File: config.mk
export PLATFORM = sky130hd
export DESIGN_NAME = sha1_byte_stream_hasher_unit
export DESIGN_NICKNAME = d
export VERILOG_FILES = /design/src/rtl/sha1bs_pkg.sv /design/src/rtl/sha1_byte_stream_hasher_unit.sv /design/src/rtl/sha1bs_front.sv /design/src/rtl/sha1bs_back.sv
export SDC_FILE = /design/constraint.sdc
export NUM_CORES = 2
export LEC_CHECK = 0
export BUFFER_PORTS_ARGS = -buffer_cell sky130_fd_sc_hd__buf_2
export CORE_ASPECT_RATIO = 1.4
export CORE_MARGIN = 2
export CORE_UTILIZATION = 50
export DETAILED_ROUTE_END_ITERATION = 8
export GPL_TIMING_DRIVEN = 0
export PLACE_DENSITY = 0.65
export SLEW_MARGIN = 10
export SYNTH_ARGS = -nofsm -noshare
export SYNTH_HDL_FRONTEND = slang
export SYNTH_SLANG_ARGS = --single-unit
File: constraint.sdc
create_clock -name clk -period 12.85 [get_ports clk]
set_clock_uncertainty 0.1 [all_clocks]
set_input_delay 2.57 -clock clk [delete_from_list [all_inputs] [get_ports clk]]
set_output_delay 2.57 -clock clk [all_outputs]
set_load 0.005 [all_outputs]
File: src/rtl/sha1bs_pkg.sv
// Package for the SHA-1 byte stream hasher: commands, queue word type,
// constants and round helper functions. No dependencies.
package sha1bs_pkg;

    typedef enum logic [1:0] {
        CMD_APPEND        = 2'd0,
        CMD_APPEND_FINISH = 2'd1,
        CMD_FINISH        = 2'd2,
        CMD_UNUSED        = 2'd3
    } cmd_t;

    // Word handed from front to back end
    typedef struct packed {
        logic       has_byte;
        logic       finish;
        logic [7:0] data;
    } op_t;

    typedef enum logic [2:0] {
        ST_IDLE,
        ST_ROUND,
        ST_FOLD,
        ST_PAD,
        ST_EMIT
    } state_t;

    localparam logic [7:0] PAD_MARK = 8'h80;
    localparam int         LEN_POS  = 56;
    localparam logic [31:0] H0 = 32'h67452301;
    localparam logic [31:0] H1 = 32'hEFCDAB89;
    localparam logic [31:0] H2 = 32'h98BADCFE;
    localparam logic [31:0] H3 = 32'h10325476;
    localparam logic [31:0] H4 = 32'hC3D2E1F0;

    function automatic logic [31:0] round_k(input logic [6:0] r);
        logic [31:0] k;
        begin
            if (r < 7'd20)
                k = 32'h5A827999;
            else if (r < 7'd40)
                k = 32'h6ED9EBA1;
            else if (r < 7'd60)
                k = 32'h8F1BBCDC;
            else
                k = 32'hCA62C1D6;
            return k;
        end
    endfunction

    function automatic logic [31:0] round_f(input logic [6:0] r, input logic [31:0] b,
                                            input logic [31:0] c, input logic [31:0] d);
        logic [31:0] f;
        begin
            if (r < 7'd20)
                f = (b & c) | (~b & d);
            else if (r < 7'd40 || r >= 7'd60)
                f = b ^ c ^ d;
            else
                f = (b & c) | (b & d) | (c & d);
            return f;
        end
    endfunction

endpackage

File: src/rtl/sha1_byte_stream_hasher_unit.sv
// SHA-1 byte stream hasher, top level. Throughput: one byte per cycle into
// the back end while it is idle; each 64th byte starts a compression of 80
// rounds and a fold, during which no bytes are taken. Finish: padding one
// byte per cycle to the block end, one or two compressions, then five words,
// one per cycle while the receiver does not stall. Reset (async, rst_n low)
// loads the initial hash values, clears fill count, length and the queue. Uses sha1bs_pkg, _front, _back.
module sha1_byte_stream_hasher_unit
    import sha1bs_pkg::*;
#(
    parameter int LENGTH_COUNTER_BITS = 61
)
(
    input  logic        clk,
    input  logic        rst_n,
    input  logic        in_valid,
    output logic        in_stall,
    input  logic [1:0]  command,
    input  logic [7:0]  data_byte,
    output logic        out_valid,
    input  logic        out_stall,
    output logic [31:0] digest_word,
    output logic [2:0]  word_index,
    output logic        last_word
);

    logic op_valid;
    logic op_take;
    op_t  op;

    sha1bs_front u_front (
        .clk       (clk),
        .rst_n     (rst_n),
        .valid     (in_valid),
        .stall     (in_stall),
        .command   (command),
        .data_byte (data_byte),
        .op_valid  (op_valid),
        .op_take   (op_take),
        .op        (op)
    );

    sha1bs_back #(.LEN_BITS(LENGTH_COUNTER_BITS)) u_back (
        .clk         (clk),
        .rst_n       (rst_n),
        .op_valid    (op_valid),
        .op_take     (op_take),
        .op          (op),
        .valid       (out_valid),
        .stall       (out_stall),
        .digest_word (digest_word),
        .word_index  (word_index),
        .last_word   (last_word)
    );

    // Last flag only on the fifth word
    a_last: assert property (@(posedge clk) disable iff (!rst_n)
        out_valid |-> (last_word == (word_index == 3'd4)))
        else $error("last_word mismatch");

    // Word index advances after a taken word
    a_idx: assert property (@(posedge clk) disable iff (!rst_n)
        (out_valid && !out_stall && !last_word) |=> (out_valid &&
            word_index == $past(word_index) + 3'd1))
        else $error("word index skipped");

endmodule

File: src/rtl/sha1bs_front.sv
// Front end: accepts command words, drops unused codes, and queues
// the rest in a two-entry FIFO for the back end. Uses sha1bs_pkg.
module sha1bs_front
    import sha1bs_pkg::*;
(
    input  logic       clk,
    input  logic       rst_n,
    input  logic       valid,
    output logic       stall,
    input  logic [1:0] command,
    input  logic [7:0] data_byte,
    output logic       op_valid,
    input  logic       op_take,
    output op_t        op
);

    op_t        q_reg [2];
    logic       wr_ptr_reg, wr_ptr_next;
    logic       rd_ptr_reg, rd_ptr_next;
    logic [1:0] cnt_reg, cnt_next;
    logic       push;
    logic       pop;
    op_t        in_op;

    // Classify the incoming word
    always_comb
    begin
        in_op.has_byte = (command == CMD_APPEND) || (command == CMD_APPEND_FINISH);
        in_op.finish   = (command == CMD_APPEND_FINISH) || (command == CMD_FINISH);
        in_op.data     = data_byte;
    end

    assign stall    = (cnt_reg == 2'd2);
    assign push     = valid && !stall && (in_op.has_byte || in_op.finish);
    assign pop      = op_valid && op_take;
    assign op_valid = (cnt_reg != 2'd0);
    assign op       = q_reg[rd_ptr_reg];

    always_comb
    begin
        wr_ptr_next = wr_ptr_reg ^ push;
        rd_ptr_next = rd_ptr_reg ^ pop;
        cnt_next    = cnt_reg + {1'b0, push} - {1'b0, pop};
    end

    always_ff @(posedge clk or negedge rst_n)
    begin
        if (!rst_n)
        begin
            wr_ptr_reg <= 1'b0;
            rd_ptr_reg <= 1'b0;
            cnt_reg    <= 2'd0;
        end
        else
        begin
            wr_ptr_reg <= wr_ptr_next;
            rd_ptr_reg <= rd_ptr_next;
            cnt_reg    <= cnt_next;
        end
    end

    always_ff @(posedge clk)
    begin
        if (push)
            q_reg[wr_ptr_reg] <= in_op;
    end

endmodule

File: src/rtl/sha1bs_back.sv
// Back end: 16-word schedule window that also holds the block bytes, one round
// per cycle compression, padding and digest output. Uses sha1bs_pkg.
module sha1bs_back
    import sha1bs_pkg::*;
#(
    parameter int LEN_BITS = 61
)
(
    input  logic        clk,
    input  logic        rst_n,
    input  logic        op_valid,
    output logic        op_take,
    input  op_t         op,
    output logic        valid,
    input  logic        stall,
    output logic [31:0] digest_word,
    output logic [2:0]  word_index,
    output logic        last_word
);

    state_t state_reg, state_next;

    logic [31:0] h_reg [5];
    logic [31:0] a_reg, b_reg, c_reg, d_reg, e_reg;
    logic [31:0] w_reg [16];
    logic [6:0]  rnd_reg;
    logic [5:0]  fill_reg;
    logic [LEN_BITS-1:0] len_reg;
    logic        fin_reg;      // padding in progress
    logic        lenblk_reg;   // current pad block holds the length
    logic        mark_reg;     // marker still to be written by the pad fill
    logic [2:0]  idx_reg;
    logic [31:0] wcur;
    logic [31:0] wxor;
    logic [31:0] wnew;
    logic [31:0] t;
    logic [63:0] bits;
    logic [7:0]  pad_byte;
    logic        fill_done;
    logic        mark_defer;
    logic [1:0]  adv;
    logic [6:0]  fill_sum;

    assign bits = 64'(len_reg) << 3;

    // Schedule word for this round
    assign wxor = w_reg[13] ^ w_reg[8] ^ w_reg[2] ^ w_reg[0];
    assign wnew = {wxor[30:0], wxor[31]};
    assign wcur = (rnd_reg < 7'd16) ? w_reg[rnd_reg[3:0]] : wnew;
    assign t = {a_reg[26:0], a_reg[31:27]} + round_f(rnd_reg, b_reg, c_reg, d_reg)
             + e_reg + round_k(rnd_reg) + wcur;

    // Bytes stored by the taken word; a marker that would start the next
    // schedule word is left to the pad fill
    assign mark_defer = op.has_byte && op.finish && (fill_reg[1:0] == 2'd3);
    assign adv        = {1'b0, op.has_byte} + {1'b0, op.finish && !mark_defer};
    assign fill_sum   = {1'b0, fill_reg} + {5'b0, adv};

    // Padding byte at current fill position
    always_comb
    begin
        if (mark_reg)
            pad_byte = PAD_MARK;
        else if (lenblk_reg && fill_reg >= 6'(LEN_POS))
            pad_byte = bits[8*(7 - fill_reg[2:0]) +: 8];
        else
            pad_byte = 8'h00;
    end

    assign op_take   = (state_reg == ST_IDLE) && op_valid;
    assign fill_done = (fill_reg == 6'd63);

    // Next state
    always_comb
    begin
        state_next = state_reg;
        case (state_reg)
            ST_IDLE:
                if (op_valid)
                begin
                    if (fill_sum[6])
                        state_next = ST_ROUND;
                    else if (op.finish)
                        state_next = ST_PAD;
                end
            ST_PAD:
                if (fill_done)
                    state_next = ST_ROUND;
            ST_ROUND:
                if (rnd_reg == 7'd79)
                    state_next = ST_FOLD;
            ST_FOLD:
                if (!fin_reg)
                    state_next = ST_IDLE;
                else if (lenblk_reg)
                    state_next = ST_EMIT;
                else
                    state_next = ST_PAD;
            ST_EMIT:
                if (!stall && idx_reg == 3'd4)
                    state_next = ST_IDLE;
            default:
                state_next = ST_IDLE;
        endcase
    end

    // Outputs
    always_comb
    begin
        valid       = (state_reg == ST_EMIT);
        digest_word = h_reg[idx_reg];
        word_index  = idx_reg;
        last_word   = (idx_reg == 3'd4);
    end

    // Writes one byte into the schedule window
    function automatic logic [31:0] put_byte(input logic [31:0] w, input logic [1:0] pos,
                                             input logic [7:0] v);
        logic [31:0] r;
        begin
            r = w;
            r[8*(3 - pos) +: 8] = v;
            return r;
        end
    endfunction

    always_ff @(posedge clk or negedge rst_n)
    begin
        if (!rst_n)
        begin
            state_reg  <= ST_IDLE;
            h_reg[0]   <= H0;
            h_reg[1]   <= H1;
            h_reg[2]   <= H2;
            h_reg[3]   <= H3;
            h_reg[4]   <= H4;
            fill_reg   <= 6'd0;
            len_reg    <= '0;
            fin_reg    <= 1'b0;
            lenblk_reg <= 1'b0;
            mark_reg   <= 1'b0;
            rnd_reg    <= 7'd0;
            idx_reg    <= 3'd0;
        end
        else
        begin
            state_reg <= state_next;
            case (state_reg)
                ST_IDLE:
                    if (op_valid)
                    begin
                        rnd_reg <= 7'd0;
                        if (op.has_byte)
                            len_reg <= len_reg + 1'b1;
                        fill_reg <= fill_sum[5:0];
                        fin_reg  <= op.finish;
                        mark_reg <= mark_defer;
                        if (op.finish)
                        begin
                            // Marker goes right after the data byte
                            lenblk_reg <= op.has_byte ? (fill_reg < 6'd55)
                                                      : (fill_reg < 6'd56);
                        end
                    end
                ST_PAD:
                begin
                    fill_reg <= fill_reg + 6'd1;
                    rnd_reg  <= 7'd0;
                    mark_reg <= 1'b0;
                end
                ST_ROUND:
                    rnd_reg <= rnd_reg + 7'd1;
                ST_FOLD:
                begin
                    if (fin_reg && lenblk_reg)
                        idx_reg <= 3'd0;
                    else if (fin_reg)
                        lenblk_reg <= 1'b1;
                    h_reg[0] <= h_reg[0] + a_reg;
                    h_reg[1] <= h_reg[1] + b_reg;
                    h_reg[2] <= h_reg[2] + c_reg;
                    h_reg[3] <= h_reg[3] + d_reg;
                    h_reg[4] <= h_reg[4] + e_reg;
                end
                ST_EMIT:
                    if (!stall)
                    begin
                        idx_reg <= idx_reg + 3'd1;
                        if (idx_reg == 3'd4)
                        begin
                            h_reg[0] <= H0;
                            h_reg[1] <= H1;
                            h_reg[2] <= H2;
                            h_reg[3] <= H3;
                            h_reg[4] <= H4;
                            fill_reg <= 6'd0;
                            len_reg  <= '0;
                            fin_reg  <= 1'b0;
                        end
                    end
                default:
                    ;
            endcase
        end
    end

    // Working variables and schedule window
    always_ff @(posedge clk)
    begin
        case (state_reg)
            ST_IDLE:
                if (op_valid)
                begin
                    // Byte and marker land in the same schedule word
                    if (op.has_byte && op.finish && !mark_defer)
                        w_reg[fill_reg[5:2]] <= put_byte(put_byte(w_reg[fill_reg[5:2]],
                                                                  fill_reg[1:0], op.data),
                                                         fill_reg[1:0] + 2'd1, PAD_MARK);
                    else if (op.has_byte)
                        w_reg[fill_reg[5:2]] <= put_byte(w_reg[fill_reg[5:2]],
                                                         fill_reg[1:0], op.data);
                    else
                        w_reg[fill_reg[5:2]] <= put_byte(w_reg[fill_reg[5:2]],
                                                         fill_reg[1:0], PAD_MARK);
                    a_reg <= h_reg[0];
                    b_reg <= h_reg[1];
                    c_reg <= h_reg[2];
                    d_reg <= h_reg[3];
                    e_reg <= h_reg[4];
                end
            ST_PAD:
            begin
                w_reg[fill_reg[5:2]] <= put_byte(w_reg[fill_reg[5:2]], fill_reg[1:0],
                                                 pad_byte);
                a_reg <= h_reg[0];
                b_reg <= h_reg[1];
                c_reg <= h_reg[2];
                d_reg <= h_reg[3];
                e_reg <= h_reg[4];
            end
            ST_ROUND:
            begin
                a_reg <= t;
                b_reg <= a_reg;
                c_reg <= {b_reg[1:0], b_reg[31:2]};
                d_reg <= c_reg;
                e_reg <= d_reg;
                if (rnd_reg >= 7'd16)
                begin
                    for (int i = 0; i < 15; i++)
                        w_reg[i] <= w_reg[i+1];
                    w_reg[15] <= wnew;
                end
            end
            default:
                ;
        endcase
    end

endmodule

==> results.md <==
- Status: finished with violations
- Failing checks: max-capacitance violations
- Fin cells: 7,507
- Multiplexer share of the synthesized area: 0.136
- # IOs: 52
- Worst-path clk slew: 70 ps
- Fin util: 0.558
- Sequential fraction of the synthesis area: 0.434
- R2R depth: 25
- DR DRC count: 0
- Post-synthesis adder-cell area fraction: 0.0883
- Max incr delay on CP: 980 ps
- Critical path data required time: 13,240 ps
- Setup CP Type: reg -> reg
- Row count: 153
- WP buf/inv: 6
- RSZ-0062 raised after global routing: no
- DIE AREA: 128,000 sq um
- Post-Synth Simple-Gate Area: 0.109
- FF+latch area: 27,100 sq um
- Cells after Synth: 5,578
- Worst EP arrival: 10,880 ps
- Hold slack: 424 ps
- Drt via density: 6.75
- Startpoint types: register
- Antenna Nets Post-Route: 0
- Via count: 50.6k
- H-tree depth: 3
- Initial Util: 0.503
- Max Slew Vio Count: 0
- Area growth syn-to-layout: 11.0%
- Hold EP: u_back.h_reg[44]
- Sink Count: 939
- Synth Area per Inst: 11.2 sq um
- Synth cell types: 99
- CTS buffer count: 102
- CP delay by family, top: simple AND/OR/NAND/NOR gates
- Max Cap Viol: 1
- Setup violators final: 0
- Clock Path Buffers: 3
- Die Span Y: 422 um
- Largest register FFs: 512
- Worst r2r src: u_back.rnd_reg[2]
- Worst slew margin: 0.0163
- Largest family of logic cells by synthesized area: compound AO/OA/AOI/OAI gates
- Filler instances: 10.6k
- Worst path slowest cell: nor2_1
- Main synth FF type: edfxtp_1
- # hold bufs at CTS: 0
- Share of layout cells above drive strength 1: 0.150
- Drt first-iter violations: 6,590
- Ys async rst share: 0.263
- Fmax: 0.0953 GHz
- Syn. warnings: 0
- Post-synth EDFFs: 692
- Seq cells post-synth: 939
- GRT Overall Usage: 0.402
- Overflow left after global routing: 0
- Setup Fix Bufs, Post-CTS: 0
- Hold Startpoint: u_back.h_reg[44]
- Post-DP HPWL: 187 mm
- Root Driver: clkbuf_16
- Hold Path Depth: 2
- Global-route wire length before repair: 361 mm
- Vias in the first global route: 50.5k
- Flop2flop setup slack: 2360 ps
- Die width: 303 um
- # placed instances: 7,307
- Routability cong.: 1.03
- Synthesized cell area: 62,400 sq um
- Most frequent cells in the layout: 692 x edfxtp_1, 605 x nand2_1, 546 x nor2_1
- Worst-Skew Late Latency: 790 ps
- Post-synthesis xor/xnor area fraction: 0.0437
- CP Max Fanout: 10
- Area of the multi-input gates: 33,000 sq um
- Largest net degree at the start of global routing: 93
- CTS tree: done
- Worst Tran Pin Value: 1460 ps
- Synth Area in Compound Gates: 0.148
- DR pass1 iterations: 6
- Final net count: 6,167
- Most common cell after layout, fill and taps aside: edfxtp_1
- Core area: 124,000 sq um
- WL/cell: 34.0 um
- Most used cell along the critical path: inv_1
- Fin crit period: 10,490 ps
- Final Hold Viols: 0
- Post-synth net total: 5,957
- FF-to-FF End: u_back.a_reg[30]
- Final Cycle Share: 0.816
- Initial antenna violation count: 5
- Hold Crit Class: reg -> reg
- CP Capture Type: register
- Port buffer count: 51
- Drt total wl: 255 mm
- # resized after CTS: 0
[worst reg2reg max path: stages, from the launching register on]
cell,delay [ps]
dfrtp_1,330
clkbuf_1,790
o21ai_0,210
nand2_1,760
inv_1,310
nor2_1,980
inv_1,430
clkbuf_1,660
nor2_1,300
nor2_1,90
fa_1,490
fa_1,510
inv_1,50
fa_1,570
inv_1,60
ha_1,290
a21oi_1,210
o22ai_1,190
or4_1,500
a31oi_4,390
o221ai_2,230
a311oi_2,550
o21ai_1,200
a221oi_1,360
xor2_1,470
o21ai_0,140
[worst max path at each step]
stage	startpoint	end	slack (ps)	cells after the start
2_1_floorplan	u_back.rnd_reg[0]	u_back.a_reg[31]	5890	25
3_3_place_gp	u_back.fill_reg[5]	u_back.w_reg[8][25]	-130	5
3_5_place_dp	u_back.rnd_reg[2]	u_back.a_reg[30]	2870	25
4_1_cts	u_back.rnd_reg[2]	u_back.a_reg[30]	2830	25
5_1_grt	u_back.rnd_reg[2]	u_back.a_reg[30]	2430	25
6_report	u_back.rnd_reg[2]	u_back.a_reg[30]	2360	25
[synthesized netlist by cell type, types with 24 or more instances]
library cell,n,area (sq um)
buf_2,45,225
o21bai_1,37,278
mux2i_1,24,240
ha_1,240,3000
o21a_1,152,1140
nor3_1,51,255
a21o_1,317,2380
o21ai_0,339,1700
fa_1,125,2500
clkbuf_1,216,811
nand3_1,100,500
or3_1,27,169
buf_1,40,150
mux4_2,363,8180
nand2b_1,40,250
xor2_1,121,1060
dfrtp_1,167,4180
nor2b_1,58,363
nand2_1,607,2280
a211oi_1,29,218
nor2_1,547,2050
inv_1,293,1100
xnor2_1,190,1660
and3_1,36,225
edfxtp_1,692,20800
dfstp_2,80,2100
a31oi_1,24,150
a21oi_1,278,1390
[layout make-up]
class,instances,share of cell area
diodes,4,0.000145
plain buffers,328,0.0209
clock buffers,147,0.0417
clock inverters,45,0.00616
inverters,294,0.0161
multi-input cells,4017,0.477
flip-flops and latches,939,0.391
well taps,1627,0.0294
repair buffers,106,0.0184
[kinds of logic (layout without fill, tap and decap cells)]
group | after synthesis | after routing
flops | 939 | 939
other cells | 0 | 4
xor+xnor | 311 | 311
buf+inv | 622 | 920
fa+ha+maj | 365 | 365
simple gates | 1561 | 1561
compound gates | 1385 | 1385
mux | 395 | 395
[layer usage]
| metal | track usage | share of wire |
|---|---|---|
| met1 | 0.442 | 0.32 |
| met2 | 0.633 | 0.46 |
| met3 | 0.0985 | 0.097 |
| met4 | 0.380 | 0.12 |
| met5 | 0 | 0.00015 |
[stage by stage]
step | setup TNS [ps] | cell area (sq um) | worst slack, ps
after CTS | 0 | 69200 | 2830
after floorplan | 0 | 62400 | 5890
final | 0 | 69300 | 2360
after global placement | -3680 | 64700 | -130
after global routing | 0 | 69300 | 2430
after detailed placement | 0 | 65900 | 2870
Power is not shown: default switching activity piles up to over one toggle a cycle in this logic, so the estimate is an artifact.
